[src/sv/vps_pkg.sv]
// Shared types, constants and helpers for the Verlet particle solver.
// Used by vps_store, vps_mul, vps_dsq and verlet_particle_solver.
package vps_pkg;

	localparam int PARTICLE_COUNT = 256;
	localparam int IDX_W          = $clog2(PARTICLE_COUNT);
	localparam int FRACTION_BITS  = 16;
	localparam int DIR_BITS       = 24;

	localparam int MUL_A_W = 36;
	localparam int MUL_B_W = 33;
	localparam int MUL_P_W = MUL_A_W + MUL_B_W;
	localparam int ACC_W   = 40;

	localparam int SQRT_STEPS = 32;
	localparam int DIV_STEPS  = 26;
	localparam int CNT_W      = $clog2(SQRT_STEPS + 1);

	localparam logic [16:0] DAMP_ONE = 17'd65536;

	localparam logic signed [ACC_W-1:0] POS_MAX = ACC_W'(64'sd2147483647);
	localparam logic signed [ACC_W-1:0] POS_MIN = -ACC_W'(64'sd2147483648);

	typedef enum logic [2:0] {
		ACT_LOAD   = 3'd0,
		ACT_SET    = 3'd1,
		ACT_INTEG  = 3'd2,
		ACT_CONSTR = 3'd3,
		ACT_READ   = 3'd4
	} action_t;

	typedef enum logic [1:0] {
		ST_OK    = 2'd0,
		ST_DEGEN = 2'd1,
		ST_SAT   = 2'd2
	} status_t;

	typedef enum logic [2:0] {
		CFG_GX   = 3'd0,
		CFG_GY   = 3'd1,
		CFG_GZ   = 3'd2,
		CFG_DAMP = 3'd3
	} cfg_reg_t;

	typedef logic [2:0][31:0] vec3_t;

	typedef struct packed {
		logic cur;
		logic prev;
		logic w;
	} store_we_t;

	typedef struct packed {
		logic        start;
		logic        is_sqrt;
		logic [63:0] num;
		logic [33:0] den;
	} dsq_req_t;

	typedef struct packed {
		logic                    clamped;
		logic signed [31:0]      value;
	} sat_t;

	// Round to nearest, ties toward plus infinity, then drop k bits.
	function automatic logic signed [MUL_P_W-1:0] round_shift(
		input logic signed [MUL_P_W-1:0] p,
		input int unsigned               k
	);
		logic signed [MUL_P_W-1:0] half;
		half = MUL_P_W'(1) <<< (k - 1);
		return (p + half) >>> k;
	endfunction

	function automatic sat_t sat32(input logic signed [ACC_W-1:0] v);
		sat_t r;
		if (v > POS_MAX) begin
			r.clamped = 1'b1;
			r.value   = 32'sh7fffffff;
		end else if (v < POS_MIN) begin
			r.clamped = 1'b1;
			r.value   = 32'sh80000000;
		end else begin
			r.clamped = 1'b0;
			r.value   = 32'(v);
		end
		return r;
	endfunction

	function automatic logic [32:0] mag33(input logic signed [32:0] d);
		return d[32] ? 33'(-d) : 33'(d);
	endfunction

endpackage

[src/sv/vps_mul.sv]
// Shared signed multiplier with a registered product.
// Widths come from vps_pkg.
module vps_mul (
	input  logic                              clk,
	input  logic signed [vps_pkg::MUL_A_W-1:0] a,
	input  logic signed [vps_pkg::MUL_B_W-1:0] b,
	output logic signed [vps_pkg::MUL_P_W-1:0] p
);
	import vps_pkg::*;

	always_ff @(posedge clk) begin
		p <= MUL_P_W'(a) * MUL_P_W'(b);
	end

endmodule

[config.mk]
export PLATFORM = sky130hd
export DESIGN_NAME = vps_mul
export DESIGN_NICKNAME = d
export VERILOG_FILES = /design/src/sv/vps_pkg.sv /design/src/sv/vps_mul.sv
export SDC_FILE = /design/constraint.sdc
export NUM_CORES = 2
export LEC_CHECK = 0
export ABC_AREA = 0
export BUFFER_PORTS_ARGS = -buffer_cell sky130_fd_sc_hd__buf_2
export CORE_MARGIN = 3
export CORE_UTILIZATION = 60
export CTS_CLUSTER_DIAMETER = 200
export DETAILED_ROUTE_END_ITERATION = 16
export GPL_TIMING_DRIVEN = 0
export PLACE_DENSITY = 0.85
export SYNTH_ARGS = -nofsm -noshare
export SYNTH_HDL_FRONTEND = slang
export SYNTH_SLANG_ARGS = --single-unit
[constraint.sdc]
create_clock -name clk -period 8 [get_ports clk]
set_clock_uncertainty 0.05 [all_clocks]
set_input_delay 0.8 -clock clk [delete_from_list [all_inputs] [get_ports clk]]
set_output_delay 0.8 -clock clk [all_outputs]
set_load 0.02 [all_outputs]
==> results.md <==
- Critical path required time: 8200 ps
- Largest net degree at the start of global routing: 27
- Max-slew violation count: 0
- Final wirelength: 161 mm
- IO Port Bufs: 123
- Initial antenna violation count: 25
- Biggest register: p
- Path category of the worst min-delay check: in2reg
- Vert. Die Dim: 275 um
- Fin. Hold Viols: 0
- Area of the multi-input gates: 37300 um^2
- Mapped Nets: 6167
- Worst Path Arrival: 8170 ps
- Predominant post-synthesis flop cell: dfxtp_1
- Distinct cell type count after synthesis: 54
- Area delta synth->final: 14.3%
- Ranking of synthesized cells by area: fa_1 (57%), inv_1 (11%), and2_1 (8.7%), ha_1 (6.4%), nand2_1 (5.2%)
- Relative slew slack: 38.3%
- Regs by FF count: p: 69 flops
- Commonest cells in the synthesized netlist: fa_1 (1238), inv_1 (1224), and2_1 (602), nand2_1 (602), clkbuf_1 (238)
- Worst-path clk slew: 60 ps
- Grt ovf: 0
- Nets: 6410
- Share of layout cells above drive strength 1: 14.8%
- Worst Max-Slew Pin Slew: 925 ps
- Inst Count DP: 5699
- RSZ-0062 raised after global routing: yes
- Die area: 75500 um^2
- Ys async rst share: 0%
- Synth Cell Area: 43300 um^2
- # clock sinks: 69
- Max Root-Sink Buffers: 2
- Max_cap viols: 0
- Tmin final: 7970 ps
- Vias: 35300
- CP max FO: 10
- Crit end category: flip-flop
- Hold Buf Count CTS: 0
- Die W: 275 um
- Starting density of the core: 61.2%
- Sequential area share after synthesis: 3.19%
- Routed vias/inst: 6.03
- Routed len/inst: 27.4 um
- Post-synth EDFFs: 0
- Type of the worst setup path: in2reg
- Tcrit/Tclk final: 99.7%
- Vias in the first global route: 37700
- Syn Area/Cell: 9.34 um^2
- First-pass GRT wire length: 231 mm
- Register area: 1380 um^2
- Yosys top cell area share: 57.2%
- Fillers: 5127
- Cell with the most instances after synthesis: fa_1
- CTS tree: yes
- Tot GR Track Use: 43.0%
- Placer Congestion: 1.11
- 1st-iter DRT viols: 4129
- Post-route DRC: 0
- Row Count: 97
- H-tree Lvls: 3
- Mapped Cells: 4636
- Status: finished clean
- DP Wirelength: 127 mm
- CP startpoint kind: input pin
- Root buffer cell: clkbuf_16
- Core area: 70800 um^2
- Final ANT Viol Nets: 0
- Yosys top cell by area: fa_1
- Layout Cells excl Fill: 5851
- Max Fclk: 0.125 GHz
- Synth Warn #: 0
- Flops & latches, synth: 69
- Boundary Pins: 139
- Max reg flops: 69
- Final setup fails: 0
- Total CTS buffers: 9
- Router iterations before antenna repair: 8
==> layer usage <==
metal / up-vias / GRT usage [%] / wire length [um]
met4: 16 / 37.8 / 19200
li1: 13600 / - / -
met1: 17700 / 48.2 / 49300
met2: 2964 / 65.1 / 70300
met3: 1062 / 15.2 / 21700
met5: - / 0 / 146
==> final timing paths <==
path / start / endpoint / slack (ps) / depth (start not counted)
worst max-delay path: b[0] / p[62]$_DFF_P_ / 30 / 25
worst min-delay path: b[0] / p[0]$_DFF_P_ / 740 / 2
==> through the flow <==
| step | setup TNS (ps) | area, um^2 | utilization (%) | setup slack, ps | hold WS (ps) |
|---|---|---|---|---|---|
| 4_1_cts | -5.27 | 47900 | 67.6 | -5.27 | 762 |
| 3_3_place_gp | -57930 | 45200 | 63.8 | -2000 | 1170 |
| 2_1_floorplan | 0 | 43400 | - | 1.35 | 877 |
| 5_1_grt | -650 | 49500 | 69.9 | -144 | 712 |
| 6_report | 0 | 49500 | 70.0 | 26.0 | 743 |
| 3_5_place_dp | -63860 | 45200 | 63.8 | -2110 | 1170 |
==> kinds of logic after synthesis <==
kind of cell,count (synthesis),share of synthesized area (%)
AOI/OAI and AO/OA,213,3.30
xor gates and xnor gates,77,1.56
adders and majority gates,1461,63.7
buffers and inverters,1469,12.8
DFF,69,3.19
and+or+nand+nor,1347,15.5
==> worst max-delay path: stages <==
cell and delay, ps:
buf_12 130, buf_12 140, buf_4 130, nand2_2 90
inv_2 60, fa_2 570, fa_2 480, fa_2 660
buf_12 180, buf_6 140, fa_1 450, fa_1 500
fa_2 680, fa_1 470, fa_1 500, ha_2 300
a21oi_1 150, nor2_1 70, a211oi_2 280, nand3_1 170
o31ai_4 440, o21ai_2 160, a221oi_4 370, o21ai_2 90
xor2_1 140
==> layout by cell type (no fill, tap or decap), drive strengths merged, types with 3 or more instances in the layout <==
cell type  instances
a2111oi            4
a221oi             4
xor2              29
a21oi             71
nand3              9
clkinvlp           5
a41oi              4
o31ai              7
and3               5
nor3              13
diode             27
a31oi              7
o21ai             44
a21boi             3
o21bai             9
inv             1223
fa              1238
and2             602
nand2b            14
a211oi            11
nor2              72
or2                3
nand4             17
xnor2             48
dfxtp             69
clkbuf           156
clkinv             3
buf              330
nand2            603
a21o              24
ha               223
o211ai             9
nor2b              5
o21a               7
==> layout make-up <==
cell class / instances / area share (%)
Multi-Input combinational cell: 3098 / 75.3
Inverter: 1224 / 9.32
Buffer: 228 / 5.60
Timing Repair Buffer: 249 / 3.91
Sequential cell: 69 / 2.79
Tap cell: 940 / 2.38
Clock buffer: 9 / 0.455
Antenna cell: 27 / 0.136
Clock inverter: 7 / 0.119
==> repair_timing <==
| item | 4_1_cts | 5_1_grt |
|---|---|---|
| buffers inserted | 44 | 78 |
| endpoints found under the hold margin | 0 | 0 |
| endpoints found under the setup margin | 45 | 31 |
| gates cloned | 1 | 3 |
| pin swaps | 50 | 169 |
| gates resized for setup | 624 | 377 |
Power is left out: the tool's default activity adds up to more than one toggle a clock period on the data nets, which glitch-free logic cannot reach.
