**config.mk**
```make
export PLATFORM = sky130hd
export DESIGN_NAME = vps_dsq
export DESIGN_NICKNAME = d
export VERILOG_FILES = /design/src/sv/vps_pkg.sv /design/src/sv/vps_dsq.sv
export SDC_FILE = /design/constraint.sdc
export NUM_CORES = 1
export LEC_CHECK = 0
export ABC_AREA = 1
export BUFFER_PORTS_ARGS = -buffer_cell sky130_fd_sc_hd__buf_2
export CAP_MARGIN = 5
export CORE_MARGIN = 4
export CORE_UTILIZATION = 40
export DETAILED_ROUTE_END_ITERATION = 10
export PLACE_DENSITY = 0.65
export SLEW_MARGIN = 20
export SYNTH_ARGS = -nofsm -noshare
export SYNTH_HDL_FRONTEND = slang
export SYNTH_SLANG_ARGS = --single-unit
```
**constraint.sdc**
```tcl
create_clock -name clk -period 5.4 [get_ports clk]
set_input_delay 0.27 -clock clk [delete_from_list [all_inputs] [get_ports clk]]
set_output_delay 0.27 -clock clk [all_outputs]
set_load 0.01 [all_outputs]
```
**src/sv/vps_pkg.sv**
```systemverilog
// Shared types, constants and helpers for the Verlet particle solver.
// Used by vps_store, vps_mul, vps_dsq and verlet_particle_solver.
package vps_pkg;

	localparam int PARTICLE_COUNT = 256;
	localparam int IDX_W          = $clog2(PARTICLE_COUNT);
	localparam int FRACTION_BITS  = 16;
	localparam int DIR_BITS       = 24;

	localparam int MUL_A_W = 36;
	localparam int MUL_B_W = 33;
	localparam int MUL_P_W = MUL_A_W + MUL_B_W;
	localparam int ACC_W   = 40;

	localparam int SQRT_STEPS = 32;
	localparam int DIV_STEPS  = 26;
	localparam int CNT_W      = $clog2(SQRT_STEPS + 1);

	localparam logic [16:0] DAMP_ONE = 17'd65536;

	localparam logic signed [ACC_W-1:0] POS_MAX = ACC_W'(64'sd2147483647);
	localparam logic signed [ACC_W-1:0] POS_MIN = -ACC_W'(64'sd2147483648);

	typedef enum logic [2:0] {
		ACT_LOAD   = 3'd0,
		ACT_SET    = 3'd1,
		ACT_INTEG  = 3'd2,
		ACT_CONSTR = 3'd3,
		ACT_READ   = 3'd4
	} action_t;

	typedef enum logic [1:0] {
		ST_OK    = 2'd0,
		ST_DEGEN = 2'd1,
		ST_SAT   = 2'd2
	} status_t;

	typedef enum logic [2:0] {
		CFG_GX   = 3'd0,
		CFG_GY   = 3'd1,
		CFG_GZ   = 3'd2,
		CFG_DAMP = 3'd3
	} cfg_reg_t;

	typedef logic [2:0][31:0] vec3_t;

	typedef struct packed {
		logic cur;
		logic prev;
		logic w;
	} store_we_t;

	typedef struct packed {
		logic        start;
		logic        is_sqrt;
		logic [63:0] num;
		logic [33:0] den;
	} dsq_req_t;

	typedef struct packed {
		logic                    clamped;
		logic signed [31:0]      value;
	} sat_t;

	// Round to nearest, ties toward plus infinity, then drop k bits.
	function automatic logic signed [MUL_P_W-1:0] round_shift(
		input logic signed [MUL_P_W-1:0] p,
		input int unsigned               k
	);
		logic signed [MUL_P_W-1:0] half;
		half = MUL_P_W'(1) <<< (k - 1);
		return (p + half) >>> k;
	endfunction

	function automatic sat_t sat32(input logic signed [ACC_W-1:0] v);
		sat_t r;
		if (v > POS_MAX) begin
			r.clamped = 1'b1;
			r.value   = 32'sh7fffffff;
		end else if (v < POS_MIN) begin
			r.clamped = 1'b1;
			r.value   = 32'sh80000000;
		end else begin
			r.clamped = 1'b0;
			r.value   = 32'(v);
		end
		return r;
	endfunction

	function automatic logic [32:0] mag33(input logic signed [32:0] d);
		return d[32] ? 33'(-d) : 33'(d);
	endfunction

endpackage

```
**src/sv/vps_dsq.sv**
```systemverilog
// Iterative divide / square root unit, one compare-subtract per cycle.
// Square root: two radicand bits a step; divide: one quotient bit a step. Uses vps_pkg.
module vps_dsq (
	input  logic              clk,
	input  logic              arst_n,
	input  vps_pkg::dsq_req_t req,
	output logic              done,
	output logic [32:0]       res
);
	import vps_pkg::*;

	logic             busy_q;
	logic             done_q;
	logic [CNT_W-1:0] cnt_q;
	logic             sqrt_q;
	logic [35:0]      rem_q;
	logic [32:0]      res_q;
	logic [63:0]      src_q;
	logic [33:0]      den_q;

	logic [35:0] r2;
	logic [35:0] trial;
	logic [36:0] diff;
	logic        ge;

	always_comb begin
		r2    = sqrt_q ? {rem_q[33:0], src_q[63:62]} : {rem_q[34:0], src_q[63]};
		trial = sqrt_q ? {1'b0, res_q, 2'b01} : {2'b00, den_q};
		diff  = {1'b0, r2} - {1'b0, trial};
		ge    = ~diff[36];
	end

	always_ff @(posedge clk or negedge arst_n) begin
		if (!arst_n) begin
			busy_q <= 1'b0;
			done_q <= 1'b0;
			cnt_q  <= '0;
		end else begin
			done_q <= 1'b0;
			if (req.start) begin
				busy_q <= 1'b1;
				cnt_q  <= req.is_sqrt ? CNT_W'(SQRT_STEPS) : CNT_W'(DIV_STEPS);
			end else if (busy_q) begin
				cnt_q <= cnt_q - 1'b1;
				if (cnt_q == CNT_W'(1)) begin
					busy_q <= 1'b0;
					done_q <= 1'b1;
				end
			end
		end
	end

	always_ff @(posedge clk) begin
		if (req.start) begin
			sqrt_q <= req.is_sqrt;
			den_q  <= req.den;
			res_q  <= '0;
			// a divide starts with the high bits already in the remainder
			rem_q  <= req.is_sqrt ? '0 : 36'(req.num >> DIV_STEPS);
			src_q  <= req.is_sqrt ? req.num : (req.num << (64 - DIV_STEPS));
		end else if (busy_q) begin
			rem_q <= ge ? diff[35:0] : r2;
			res_q <= {res_q[31:0], ge};
			src_q <= sqrt_q ? (src_q << 2) : (src_q << 1);
		end
	end

	assign done = done_q;
	assign res  = res_q;

endmodule

```
==> flow_summary.yaml <==
synthesis:
  synth-edff-count: 134
  ys_types: 47
  synth_fp_nets: 1625
  avgSynthCellArea_um2: 7.575
  syn-cell-area_um2: 11250
  yosysWarnings: 0
  ys_ff_latch: 175
  synth_seq_area_share_pct: 43.42
  syn_inst: 1485
  ys.flop_type: "edfxtp_1"
  async_reset_ff_share_pct: 4.571
die:
  ioPinCount: 136
  coreArea_um2: 27780
  die_w_um: 175.7
  initial_utilization_pct: 40.49
  rows: 61
  die_y_um: 175.7
  dieArea_um2: 30870
clock_network:
  cts_resized: 0
  cts-root-buf: "clkbuf_16"
  hold_buffers: 17
  worst_skew_pair.late_latency_ns: 0.44
  cts_buffers: 17
  cts_sinks: 175
  clk_pin_slew_ns: 0.07
  clock_path_buffers: 2
  cts_setup_buffers: 0
  cts_tree: "built"
  htree_levels: 4
cells_and_area:
  fin_nets: 1740
  post_route_cells_drive_above_1_share_pct: 14.07
  num-fill-cells: 2839
  diodes: 0
  final_cell_mix: "nand2_1, inv_1, nor2_1"
  area_growth_syn_to_layout_pct: 15.08
  final_common_cell: "nand2_1"
  final_util_pct: 46.60
setup_path:
  path_class: "reg2reg"
  worst_setup_path_end_kind: "register"
  crit_fanout: 41
  rr_startpoint: "sqrt_q$_DFFE_PP_"
  cp.required_ns: 5.59
  cp.arrival_ns: 4.26
  startpoint_type: "register"
  rrSetupSlack_ns: 1.33
  reg2reg_to: "rem_q[25]$_DFFE_PP_"
  reg2reg_depth: 14
global_route:
  grt_pass1_vias: 9545
  track_usage_pct: 20.36
  grt_max_degree: 89
  grt_pass1_wl_um: 50480
  grt_overflow: 0
  antenna_found_initial: 1
sta:
  worst_slew_pin_slew_ns: 1.034
  fmax_mhz: 246.0
  finalSetupTns_ns: 0
  hold_viol: 0
  rsz0062_at_grt: "false"
  fin_skew_ns: 0.01464
  setup_viol: 0
  report.final.slew_viol_count: 0
  fin_crit_ns: 4.066
  fin_crit_sh_pct: 75.29
  slew-limit-headroom_pct: 31.04
worst_hold_path:
  hold_end: "den_q[28]$_DFFE_PP_"
  hold_depth: 1
  hp-start: "req[28]"
  hold_path_class: "in2reg"
power:
  power.switching_mw: 2.421
  power_density_nw_per_um2: 439.6
  power_frac_seq_pct: 32.5
  p_sw_share_pct: 42.54
  power.leakage_nw: 6.087
  peakVddDrop_mv: 0.2080
  p_clk_share_pct: 21.4
  p_int_mw: 3.270
  p_comb_share_pct: 46.1
routing:
  vias: 10290
  via_per_inst: 5.168
  drc: 0
  post_drt_wl_per_cell_um: 16.08
  first_pass_iters: 7
  final_antenna_net_count: 0
  wl_um: 32010
  drt_iter0_markers: 925
placed_design:
  routabilityCongestion: 0.9602
  io_buffers: 135
  dpl.hpwl_um: 23690
outcome:
  status: "complete, no violations"
job:
  max_cap_violations: 0
layout make-up:
cell class / instances / area, µm² / area share (%)
multi-input combinational: 1031 / 5276 / 40.76
sequential: 175 / 4885 / 37.73
timing repair buffer: 164 / 945.9 / 7.306
inverter: 211 / 794.5 / 6.137
tap: 378 / 473.0 / 3.653
clock buffer: 17 / 425.4 / 3.286
clock inverter: 15 / 146.4 / 1.131
cells by family after synthesis:
group,count (synthesis),synth area share (%)
simple gates,718,26.76
flops,175,43.42
compound gates,254,14.07
mux,5,0.4449
buf+inv,279,9.765
xor+xnor,16,1.246
fa+ha+maj,38,4.293
per-layer routing:
layer	GRT usage [%]	wire [µm]	share of wire, %
met2	29.81	13400	42
met4	4.938	455	1.4
met1	31.45	15730	49
met3	3.207	2405	7.5
met5	0	13	0.041
critical path, cell delays in order (launching register included):
cell and delay (ns):
edfxtp_1 0.61, inv_2 0.30, or2_2 0.35, o21ai_0 0.12, inv_1 0.12, ha_1 0.44
nand2_2 0.11, nor2_1 0.16, nand3_1 0.23, nor4_4 0.27, nand2_4 0.27, nand2_4 0.46
nand3_1 0.20, nand2_1 0.12, nand2_1 0.05
state kept, by name (all words and copies together), names as in the netlist:
signal	count
den_q	34
done	1
busy_q	1
sqrt_q	1
res	33
src_q	64
cnt_q	6
rem_q	35
power groups by stage:
stage	Combinational [mW]	Sequential, mW	Clock, mW
6_report	2.62	1.85	1.22
5_1_grt	2.97	1.87	1.30
4_1_cts	2.58	1.84	1.25
3_5_place_dp	2.55	1.87	0
3_3_place_gp	2.53	1.87	0
2_1_floorplan	1.96	1.84	0
synth_stat cells (27+ instances only):
library cell    n  share of area [%]
a21oi_1        27                1.2
o31ai_1        50                3.3
nand2_1       361                 12
inv_1         197                6.6
nor2_1        190                6.3
or2_2          30                1.7
clkbuf_1       44                1.5
edfxtp_1      134                 36
nand3_1       109                4.8
o22ai_1        32                1.8
ha_1           37                4.1
o21ai_0        81                3.6
dfxtp_1        33                5.9
worst max path at each step:
stage	slack, ns	end	cells after the start	start
3_5_place_dp	1.39	rem_q[25]$_DFFE_PP_	14	sqrt_q$_DFFE_PP_
5_1_grt	0.97	rem_q[17]$_DFFE_PP_	14	sqrt_q$_DFFE_PP_
4_1_cts	1.39	rem_q[17]$_DFFE_PP_	14	sqrt_q$_DFFE_PP_
2_1_floorplan	1.44	rem_q[0]$_DFFE_PP_	3	busy_q$_DFF_PN0_
6_report	1.33	rem_q[25]$_DFFE_PP_	14	sqrt_q$_DFFE_PP_
3_3_place_gp	1.43	rem_q[25]$_DFFE_PP_	14	sqrt_q$_DFFE_PP_
stage by stage:
stage               hold WS [ns]  worst slack, ns  instance area (µm²)  cells  power [mW]
floorplan               -0.02559            1.435                11250   1485       3.804
detailed placement        0.1233            1.386                12190   1941       4.429
global route            0.006485           0.9708                12950   1991       6.141
global placement          0.1235            1.431                12190   1941       4.406
finish                   0.01355            1.334                12950   1991       5.691
CTS                   0.00006761            1.390                12930   1990       5.676
Power figures use the tool's default switching activity.
